**src/sv/char_set_jaccard_similarity_defines.svh**
```systemverilog
// Assertion macros for the character-set Jaccard similarity block.
// Depends on nothing; included by the modules that carry assertions.
`ifndef CHAR_SET_JACCARD_SIMILARITY_DEFINES_SVH
`define CHAR_SET_JACCARD_SIMILARITY_DEFINES_SVH

// Same-cycle implication, disabled during reset
`define CJS_ASSERT_NOW(lbl, clk, rstn, ante, cons, msg) \
    lbl: assert property (@(posedge clk) disable iff (!rstn) (ante) |-> (cons)) \
        else $error(msg);

// Next-cycle implication, disabled during reset
`define CJS_ASSERT_NEXT(lbl, clk, rstn, ante, cons, msg) \
    lbl: assert property (@(posedge clk) disable iff (!rstn) (ante) |=> (cons)) \
        else $error(msg);

`endif

```
**src/sv/cjs_pkg.sv**
```systemverilog
// Shared types and constants for the character-set Jaccard similarity block.
// Depends on nothing.
package cjs_pkg;

    localparam int CH_W   = 8;   // byte field
    localparam int FUNC_W = 2;   // selector field
    localparam int SIM_W  = 7;   // percentage result
    localparam int CNT_W  = 9;   // shared and union counts, 0..256
    localparam int REM_W  = 15;  // 100 * shared, up to 25600
    localparam int OUT_W  = 32;  // result tdata, padded to whole bytes

    localparam int unsigned PCT_SCALE = 100;

    typedef enum logic [FUNC_W-1:0] {
        FUNC_ADD_FIRST  = 2'd0,
        FUNC_ADD_SECOND = 2'd1,
        FUNC_FINISH     = 2'd2,
        FUNC_NONE       = 2'd3
    } func_t;

endpackage

```
**src/sv/char_set_jaccard_similarity.sv**
```systemverilog
// Top level of the character-set Jaccard similarity block: set storage,
// bit-serial count walk and shift-subtract percentage divider.
// Depends on cjs_pkg and char_set_jaccard_similarity_defines.svh.
//
//  channel | ports                          | contents
//  --------+--------------------------------+---------------------------------
//  input   | s_tvalid s_tready s_tdata s_tuser | ch in tdata, func in tuser
//  result  | m_tvalid m_tready m_tdata      | similarity, shared, union counts
//
// A finish request walks the sets one bit per cycle through their shift
// registers, then the shared count is scaled and divided by restoring steps.
// Reset clears both sets at once. A waiting result does not block add
// requests; a finished division holds until the result register is free.
`include "char_set_jaccard_similarity_defines.svh"

module char_set_jaccard_similarity
    import cjs_pkg::*;
#(
    parameter int ALPHABET_SIZE = 256
) (
    input  logic                aclk,
    input  logic                aresetn,
    input  logic                s_tvalid,
    output logic                s_tready,
    input  logic [CH_W-1:0]     s_tdata,   // [7:0] ch
    input  logic [FUNC_W-1:0]   s_tuser,   // [1:0] func
    output logic                m_tvalid,
    input  logic                m_tready,
    output logic [OUT_W-1:0]    m_tdata    // [6:0] similarity, [15:7] shared_count,
                                           // [24:16] union_count, [31:25] zero
);

    localparam int IDX_W  = $clog2(ALPHABET_SIZE);
    localparam int STEP_W = $clog2(SIM_W);
    localparam int PAD_W  = OUT_W - SIM_W - 2 * CNT_W;

    typedef enum logic [2:0] {
        S_IDLE,
        S_WALK,
        S_PREP,
        S_DIV,
        S_DONE
    } state_t;

    state_t                   state_reg, state_next;
    logic [ALPHABET_SIZE-1:0] first_set_reg, first_set_next;
    logic [ALPHABET_SIZE-1:0] second_set_reg, second_set_next;
    logic [IDX_W-1:0]         walk_cnt_reg, walk_cnt_next;
    logic [CNT_W-1:0]         shared_reg, shared_next;
    logic [CNT_W-1:0]         union_reg, union_next;
    logic [REM_W-1:0]         rem_reg, rem_next;
    logic [REM_W-1:0]         dsr_reg, dsr_next;
    logic [SIM_W-1:0]         quo_reg, quo_next;
    logic [STEP_W-1:0]        step_reg, step_next;
    logic                     m_tvalid_reg, m_tvalid_next;
    logic [SIM_W-1:0]         sim_reg, sim_next;
    logic [CNT_W-1:0]         out_shared_reg, out_shared_next;
    logic [CNT_W-1:0]         out_union_reg, out_union_next;

    logic                     s_fire;
    logic                     in_alpha;
    logic [ALPHABET_SIZE-1:0] byte_mask;
    logic                     rem_ge;

    assign s_tready = (state_reg == S_IDLE);
    assign s_fire   = s_tvalid && s_tready;
    assign in_alpha = ({1'b0, s_tdata} < CNT_W'(ALPHABET_SIZE));
    assign byte_mask = ALPHABET_SIZE'(1) << s_tdata[IDX_W-1:0];
    assign rem_ge   = (rem_reg >= dsr_reg);

    always_comb begin
        state_next      = state_reg;
        first_set_next  = first_set_reg;
        second_set_next = second_set_reg;
        walk_cnt_next   = walk_cnt_reg;
        shared_next     = shared_reg;
        union_next      = union_reg;
        rem_next        = rem_reg;
        dsr_next        = dsr_reg;
        quo_next        = quo_reg;
        step_next       = step_reg;
        m_tvalid_next   = m_tvalid_reg;
        sim_next        = sim_reg;
        out_shared_next = out_shared_reg;
        out_union_next  = out_union_reg;

        // drop the result once taken
        if (m_tvalid_reg && m_tready) begin
            m_tvalid_next = 1'b0;
        end

        unique case (state_reg)
            S_IDLE: begin
                if (s_fire) begin
                    case (func_t'(s_tuser))
                        FUNC_ADD_FIRST: begin
                            if (in_alpha) begin
                                first_set_next = first_set_reg | byte_mask;
                            end
                        end
                        FUNC_ADD_SECOND: begin
                            if (in_alpha) begin
                                second_set_next = second_set_reg | byte_mask;
                            end
                        end
                        FUNC_FINISH: begin
                            shared_next   = '0;
                            union_next    = '0;
                            walk_cnt_next = IDX_W'(ALPHABET_SIZE - 1);
                            state_next    = S_WALK;
                        end
                        default: begin
                        end
                    endcase
                end
            end
            S_WALK: begin
                // count the low bit of each set, shift zeros in to clear
                shared_next = shared_reg + CNT_W'(first_set_reg[0] & second_set_reg[0]);
                union_next  = union_reg + CNT_W'(first_set_reg[0] | second_set_reg[0]);
                first_set_next  = first_set_reg >> 1;
                second_set_next = second_set_reg >> 1;
                walk_cnt_next   = walk_cnt_reg - 1'b1;
                if (walk_cnt_reg == '0) begin
                    state_next = S_PREP;
                end
            end
            S_PREP: begin
                // scale the shared count, align the divisor to the top quotient bit
                rem_next  = REM_W'(shared_reg * PCT_SCALE);
                dsr_next  = REM_W'({union_reg, {(SIM_W-1){1'b0}}});
                quo_next  = '0;
                step_next = STEP_W'(SIM_W - 1);
                state_next = S_DIV;
            end
            S_DIV: begin
                // one restoring step per cycle
                if (rem_ge) begin
                    rem_next = rem_reg - dsr_reg;
                end
                quo_next = {quo_reg[SIM_W-2:0], rem_ge};
                dsr_next = dsr_reg >> 1;
                step_next = step_reg - 1'b1;
                if (step_reg == '0) begin
                    state_next = S_DONE;
                end
            end
            S_DONE: begin
                // hold until the result register is free
                if (!m_tvalid_reg || m_tready) begin
                    m_tvalid_next   = 1'b1;
                    sim_next        = (union_reg == '0) ? '0 : quo_reg;
                    out_shared_next = shared_reg;
                    out_union_next  = union_reg;
                    state_next      = S_IDLE;
                end
            end
            default: begin
                state_next = S_IDLE;
            end
        endcase
    end

    always_ff @(posedge aclk) begin
        if (!aresetn) begin
            state_reg      <= S_IDLE;
            first_set_reg  <= '0;
            second_set_reg <= '0;
            m_tvalid_reg   <= 1'b0;
        end else begin
            state_reg      <= state_next;
            first_set_reg  <= first_set_next;
            second_set_reg <= second_set_next;
            m_tvalid_reg   <= m_tvalid_next;
        end
        walk_cnt_reg   <= walk_cnt_next;
        shared_reg     <= shared_next;
        union_reg      <= union_next;
        rem_reg        <= rem_next;
        dsr_reg        <= dsr_next;
        quo_reg        <= quo_next;
        step_reg       <= step_next;
        sim_reg        <= sim_next;
        out_shared_reg <= out_shared_next;
        out_union_reg  <= out_union_next;
    end

    assign m_tvalid = m_tvalid_reg;
    assign m_tdata  = {{PAD_W{1'b0}}, out_union_reg, out_shared_reg, sim_reg};

    // both sets are empty once the walk has finished
    `CJS_ASSERT_NOW(a_sets_cleared, aclk, aresetn, state_reg == S_PREP,
        first_set_reg == '0 && second_set_reg == '0, "sets not cleared after walk")

    // shared count never exceeds union count
    `CJS_ASSERT_NOW(a_shared_le_union, aclk, aresetn, state_reg == S_WALK,
        shared_reg <= union_reg, "shared count above union count")

    // percentage stays in range
    `CJS_ASSERT_NOW(a_sim_range, aclk, aresetn, m_tvalid_reg,
        sim_reg <= SIM_W'(PCT_SCALE) && out_shared_reg <= out_union_reg,
        "result out of range")

    // a new result comes only out of the done state
    `CJS_ASSERT_NOW(a_load_from_done, aclk, aresetn, $rose(m_tvalid_reg),
        $past(state_reg) == S_DONE, "result raised outside done state")

endmodule
```
**config.mk**
```make
export PLATFORM = sky130hd
export DESIGN_NAME = char_set_jaccard_similarity
export DESIGN_NICKNAME = d
export VERILOG_FILES = /design/src/sv/cjs_pkg.sv /design/src/sv/char_set_jaccard_similarity.sv
export VERILOG_INCLUDE_DIRS = /design/src /design/src/sv
export SDC_FILE = /design/constraint.sdc
export NUM_CORES = 1
export LEC_CHECK = 0
export ABC_CLOCK_PERIOD_IN_PS = 3830
export BUFFER_PORTS_ARGS = -buffer_cell sky130_fd_sc_hd__buf_2
export CAP_MARGIN = 20
export CORE_MARGIN = 2
export CORE_UTILIZATION = 63
export CTS_BUF_LIST = sky130_fd_sc_hd__clkbuf_16
export CTS_CLUSTER_DIAMETER = 120
export DETAILED_ROUTE_END_ITERATION = 10
export PLACE_DENSITY = 0.82
export SLEW_MARGIN = 20
export SYNTH_ARGS = -nofsm -noshare
export SYNTH_HDL_FRONTEND = slang
export SYNTH_SLANG_ARGS = --single-unit
```
**constraint.sdc**
```tcl
create_clock -name aclk -period 3.83 [get_ports aclk]
set_clock_uncertainty 0.2 [all_clocks]
set_input_delay 0.766 -clock aclk [delete_from_list [all_inputs] [get_ports aclk]]
set_output_delay 0.766 -clock aclk [all_outputs]
set_load 0.05 [all_outputs]
```
==> results by group, run 1 <==
Route
  – First-iteration detailed-routing DRC count: 2664
  – Vias after detailed routing: 22373
  – DR WL/cell: 17.7 µm
  – Routed WL: 63.8 mm
  – DR vias/cell: 6.22
  – Detail Route Antenna Nets: 0
  – Number of optimization iterations in the first detailed-route pass: 8
  – Count of unresolved DRC violations after routing: 0

STA
  – Number of max-slew violations in the final report: 0
  – Slew @ Worst Pin: 1.16 ns
  – Worst rel slew slack: 22.9%
  – RSZ-0062 raised after global routing: no
  – Final total negative setup slack: 0 ns
  – Final min period: 3.39 ns
  – Final Hold Violating Endpoints: 0
  – Highest clock frequency the design can meet: 295 MHz
  – Period utilization: 88.5%
  – Setup-violating endpoint count in the final report: 0

Logic synthesis
  – Share of the yosys chip area belonging to registers: 51.2%
  – Area fraction of the dominant cell type after synthesis: 40.5%
  – Library cell with the largest summed area after synthesis: dfxtp_1
  – Number of flip-flops and latches in the synthesized netlist: 607
  – Top cells by area, synth: dfxtp_1 (41%), o21ai_0 (13%), edfxtp_1 (11%)
  – Number of distinct library cells after synthesis: 59
  – Gate Count Post-Synth: 3123
  – Commonest register cell after synthesis: dfxtp_1
  – Average footprint of a synthesized cell: 8.17 µm²
  – Post-synth design cell area: 25500 µm²
  – Synth async-reset ratio: 0%
  – Number of synthesized flops with an enable pin: 91
  – Total of warnings raised by yosys: 0

Pwr
  – Leakage: 9.93 nW
  – Worst vdd ir: 0.359 mV
  – Sum of internal, switching and leakage power: 14.2 mW
  – P per Cell Area: 511 nW/µm²

Layout
  – Proportion of layout cells with a drive suffix above 1: 6.22%
  – Non-filler instance count after layout: 3597
  – Commonest non-fill, non-tap cell in the layout: o21ai_0
  – Commonest cells after routing, fill and taps aside: o21ai_0 (645), nor2_1 (561), a21oi_1 (532)
  – Area grow syn2layout: 9.32%
  – Final net count: 3093

Critical path
  – Critical Setup Path Class: flop to flop
  – Worst r2r src: shared_reg[2]
  – Arrival @ worst endpoint: 3.54 ns
  – Worst setup path start: shared_reg[2]
  – Critical path data required time: 3.98 ns
  – Startpoint Class: flop
  – Critical Path Sink Type: flop
  – Peak fanout along the critical path: 5

Global routing
  – Met1 Use GR: 39.5%
  – Met2 GRT Util: 48.8%
  – GRT Total Usage: 29.9%
  – Global route hottest layer: met2
  – Maximum number of pins on one net before global-route repair: 288
  – Met3 routing resource usage after global routing: 4.86%
  – Grt ovf: 0
  – First-pass GRT wire length: 104 mm
  – Initial antenna violation count: 2
  – Via count of the first global-routing pass: 21156

Clock tree
  – Clock latency on the worst-skew pair: 0.62 ns
  – Post-CTS Setup Repair Bufs: 0
  – Resized cells post-CTS: 0
  – CTS Buf Count: 60
  – Sink count of the clock tree: 607
  – CTS tree: done
  – Cell at the root of the clock tree: clkbuf_16
  – Maximum root-to-sink buffer count: 3
  – Clock Pin Slew Worst Setup and Hold Paths: 0.06 ns
  – # hold bufs at CTS: 0
  – Depth of the CTS H-tree: 2

Placement
  – Hpwl dp: 37.9 mm
  – Weighted congestion at the end of routability-driven global placement: 0.886
  – Dpl cells: 3485
  – IO buf count: 40

Min path
  – Beginning of the worst hold path: second_set_reg[218]
  – HP Class: flop to flop

Run
  – Max-cap violations: 0

Outcome
  – Outcome: completed

Die
  – Core area: 39800 µm²
  – IO Pins: 48
  – Count of standard-cell rows: 73
  – Die Wd: 205 µm
  – Initial core utilization: 64.0%
  – Chip height: 205 µm
  – Full die area: 42100 µm²
-- final cells by class --
cell class                 instances  area (µm²)
clock buffer                      62        1550
timing repair buffer              73         571
tap                              525         657
inverter                          38         143
fill                            3083       11900
clock inverter                    49         587
multi-input combinational       2242       11300
antenna                            1        2.50
sequential                       607       13100
-- path summary, 6_finish.rpt --
kind | to | slack (ns) | cells past startpoint
worst max-delay path | rem_reg[14] | 0.44 | 10
worst min-delay path | second_set_reg[218] | 0.27 | 2
worst max register to register | rem_reg[14] | 0.44 | 10
worst min register to register | second_set_reg[218] | 0.27 | 2
-- synthesized netlist by cell type (4+ instances only) --
library cell / instances
o21ai_0: 645
nor2_1: 562
a21oi_1: 532
dfxtp_1: 516
clkbuf_1: 157
o21ai_1: 142
edfxtp_1: 91
nand2_1: 86
buf_2: 66
ha_1: 52
inv_1: 38
nand3_1: 24
xnor2_1: 21
and3_1: 17
and2_1: 16
nand2b_1: 15
nor3_1: 13
buf_4: 12
xor2_1: 11
nor2b_1: 9
nor2_2: 7
o21a_1: 7
nand4_1: 6
or3_1: 6
fa_1: 5
o31ai_1: 5
a211oi_1: 4
a21o_1: 4
and2b_1: 4
buf_1: 4
nand2_2: 4
nor4_1: 4
o211ai_1: 4
o21ai_2: 4
-- per-stage QoR --
step / worst slack, ns / cell area, µm² / hold slack (ns) / utilization, %
2_1_floorplan: 0.734 / 25500 / 0.232 / -
3_3_place_gp: 0.566 / 25700 / 0.247 / 64.6
3_5_place_dp: 0.480 / 25700 / 0.262 / 64.6
4_1_cts: 0.452 / 27900 / 0.277 / 70.0
5_1_grt: 0.189 / 27900 / 0.295 / 70.0
6_report: 0.442 / 27900 / 0.274 / 70.0
-- where the power goes --
| group | total, mW | internal, mW | switching [mW] |
|---|---|---|---|
| clock network | 6.36 | 3.86 | 2.49 |
| registers | 6.68 | 6.60 | 0.0781 |
| logic | 1.20 | 0.364 | 0.834 |
| total | 14.2 | 10.8 | 3.41 |
-- cell families after synthesis --
logic type / Yosys count / synth area share (%)
flip-flops: 607 / 51.2
XOR/XNOR: 32 / 1.10
adder cells (fa/ha/maj): 57 / 2.94
AND/OR/NAND/NOR: 787 / 12.9
other: 1 / 0.0147
AO/OA/AOI/OAI: 1359 / 27.2
buffers and inverters: 280 / 4.66
-- critical path, stage by stage (launching register included) --
cell and delay (ns):
edfxtp_1 0.49, ha_1 0.34, ha_1 0.30, fa_1 0.44
ha_1 0.34, a21oi_1 0.22, o211ai_1 0.17, o41ai_1 0.34
xnor2_1 0.12, nor2_1 0.11, a21oi_1 0.06
-- layer usage --
layer	part of all wire, %	wire length, µm	up-vias
li1	-	-	10657
met1	42	27100	10637
met2	47	30100	878
met3	6.8	4340	197
met4	3.6	2290	4
met5	0.047	30	-
Note: power is estimated with default switching activity, not from simulation.
==> inputs of run 2 (changes only) <==
- CELL_PAD_IN_SITES_DETAIL_PLACEMENT: unset -> 1
- CELL_PAD_IN_SITES_GLOBAL_PLACEMENT: unset -> 1
- CORE_UTILIZATION: 63 -> 48
==> run 2 against run 1 <==
Effect of this change: sequential power about the same; sequential share of layout area down 0.24 points; critical path depth unchanged; utilization down 17 points; highest routed layer unchanged; sequential cell count unchanged; largest cell class unchanged; maximum frequency down 2.6%; combinational power up 5%; wire length up 16%.
==> results by group, run 2 (synthesis results as in run 1) <==
Die
  – Full die area: 55000 µm² (was 42100 µm²)
  – Chip height: 234 µm (was 205 µm)
  – Core area: 52600 µm² (was 39800 µm²)
  – IO Pins: 48 (unchanged)
  – Die Wd: 234 µm (was 205 µm)
  – Initial core utilization: 48.5% (was 64.0%)
  – Count of standard-cell rows: 84 (was 73)

Clock tree
  – Clock Pin Slew Worst Setup and Hold Paths: 0.06 ns (about the same)
  – CTS tree: done (unchanged)
  – Maximum root-to-sink buffer count: 3 (unchanged)
  – Sink count of the clock tree: 607 (unchanged)
  – Resized cells post-CTS: 0 (unchanged)
  – CTS Buf Count: 67 (was 60)
  – Clock latency on the worst-skew pair: 0.60 ns (was 0.62 ns)
  – Depth of the CTS H-tree: 3 (was 2)
  – # hold bufs at CTS: 0 (unchanged)
  – Post-CTS Setup Repair Bufs: 0 (unchanged)
  – Cell at the root of the clock tree: clkbuf_16 (unchanged)

Pwr
  – Logic pwr share: 9.1% (was 8.4%)
  – Net switching power figure: 3.59 mW (was 3.41 mW)
  – Relative contribution of sequential cells to total power: 48.0% (was 46.9%)
  – Sum of internal, switching and leakage power: 13.9 mW (was 14.2 mW)
  – Relative contribution of the clock network to total power: 42.9% (was 44.7%)
  – Internal power component: 10.3 mW (was 10.8 mW)
  – P per Cell Area: 497 nW/µm² (was 511 nW/µm²)
  – Switching share of power: 25.8% (was 23.9%)
  – Leakage: 9.94 nW (was 9.93 nW)
  – Worst vdd ir: 0.323 mV (was 0.359 mV)

Layout
  – Commonest cells after routing, fill and taps aside: o21ai_0 (645), nor2_1 (561), a21oi_1 (532) (unchanged)
  – Final net count: 3109 (was 3093)
  – Proportion of layout cells with a drive suffix above 1: 6.54% (was 6.22%)
  – Final design area excluding fillers: 28000 µm² (was 27900 µm²)
  – ANT cells: 0 (was 1)
  – Area grow syn2layout: 9.88% (was 9.32%)
  – Final standard cell utilization of the core: 53.3% (was 70.0%)
  – Commonest non-fill, non-tap cell in the layout: o21ai_0 (unchanged)
  – Non-filler instance count after layout: 3776 (was 3597)

Critical path
  – Critical path data required time: 3.95 ns (was 3.98 ns)
  – Critical Setup Path Class: flop to flop (unchanged)
  – Arrival @ worst endpoint: 3.60 ns (was 3.54 ns)
  – Startpoint Class: flop (unchanged)
  – Peak fanout along the critical path: 5 (unchanged)
  – Critical Path Sink Type: flop (unchanged)

STA
  – Worst rel slew slack: 39.3% (was 22.9%)
  – Number of max-slew violations in the final report: 0 (unchanged)
  – Slew @ Worst Pin: 0.910 ns (was 1.16 ns)
  – Final Hold Violating Endpoints: 0 (unchanged)
  – Highest clock frequency the design can meet: 288 MHz (was 295 MHz)
  – Period utilization: 90.8% (was 88.5%)
  – Hold slack final: 0.272 ns (was 0.274 ns)
  – Setup-violating endpoint count in the final report: 0 (unchanged)
  – PnR worst setup slack: 0.352 ns (was 0.442 ns)
  – Final min period: 3.48 ns (was 3.39 ns)
  – RSZ-0062 raised after global routing: no (unchanged)
  – Final total negative setup slack: 0 ns (unchanged)

Global routing
  – Maximum number of pins on one net before global-route repair: 234 (was 288)
  – Via count of the first global-routing pass: 22918 (was 21156)
  – First-pass GRT wire length: 119 mm (was 104 mm)
  – Initial antenna violation count: 2 (unchanged)
  – GRT Total Usage: 26.8% (was 29.9%)
  – Grt ovf: 0 (unchanged)

Route
  – First-iteration detailed-routing DRC count: 1747 (was 2664)
  – Number of optimization iterations in the first detailed-route pass: 5 (was 8)
  – DR WL/cell: 19.6 µm (was 17.7 µm)
  – Vias after detailed routing: 22408 (was 22373)
  – DR vias/cell: 5.93 (was 6.22)
  – Detail Route Antenna Nets: 0 (unchanged)
  – Routed WL: 74.0 mm (was 63.8 mm)
  – Count of unresolved DRC violations after routing: 0 (unchanged)

Placement
  – Hpwl dp: 46.3 mm (was 37.9 mm)
  – Placed standard-cell area: 26000 µm² (was 25700 µm²)
  – Weighted congestion at the end of routability-driven global placement: 0.847 (was 0.886)
  – Dpl cells: 3657 (was 3485)
  – IO buf count: 40 (unchanged)
  – Worst slack at placement: 0.408 ns (was 0.480 ns)

Run
  – Max-cap violations: 0 (unchanged)

Min path
  – HP Class: flop to flop (unchanged)

Outcome
  – Outcome: completed (unchanged)
## run 2: path summary, 6_finish.rpt
kind | startpoint | to | slack, ns | cells past startpoint
setup reg to reg | shared_reg[2] | rem_reg[14] | 0.35 | 10
hold reg to reg | first_set_reg[229] | first_set_reg[229] | 0.27 | 2
setup / recovery | shared_reg[2] | rem_reg[14] | 0.35 | 10
hold / removal | first_set_reg[229] | first_set_reg[229] | 0.27 | 2
## run 2: metal layers
metal / global-route usage (%) / wire length, µm / vias up
li1: - / - / 10693
met1: 34.8 / 33100 / 11134
met4: 6.98 / 1550 / 4
met5: 0 / 24 / -
met3: 4.63 / 3290 / 130
met2: 46.2 / 36000 / 447
## run 2: area by class of cell
type                            instances  area (µm²)
Timing Repair Buffer                   82         651
Clock buffer                           70        1750
Tap cell                              688         861
Sequential cell                       607       13100
Fill cell                            6307       24500
Inverter                               38         143
Multi-Input combinational cell       2242       11300
Clock inverter                         49         248
## run 2: power by group through the flow
stage / Sequential, mW / Clock (mW) / Combinational (mW)
floorplan: 6.79 / 0 / 0.917
global placement: 6.81 / 0 / 1.17
detailed placement: 6.82 / 0 / 1.24
CTS: 6.68 / 6.09 / 1.25
global route: 6.70 / 6.35 / 1.41
finish: 6.69 / 5.98 / 1.26
## run 2: worst max-delay path: stages (launching register included)
cell and delay, ns:
edfxtp_1 0.49, ha_1 0.34, ha_1 0.32, fa_1 0.44, ha_1 0.36, a21oi_1 0.24
o211ai_1 0.18, o41ai_1 0.37, xnor2_1 0.13, nor2_1 0.11, a21oi_1 0.05
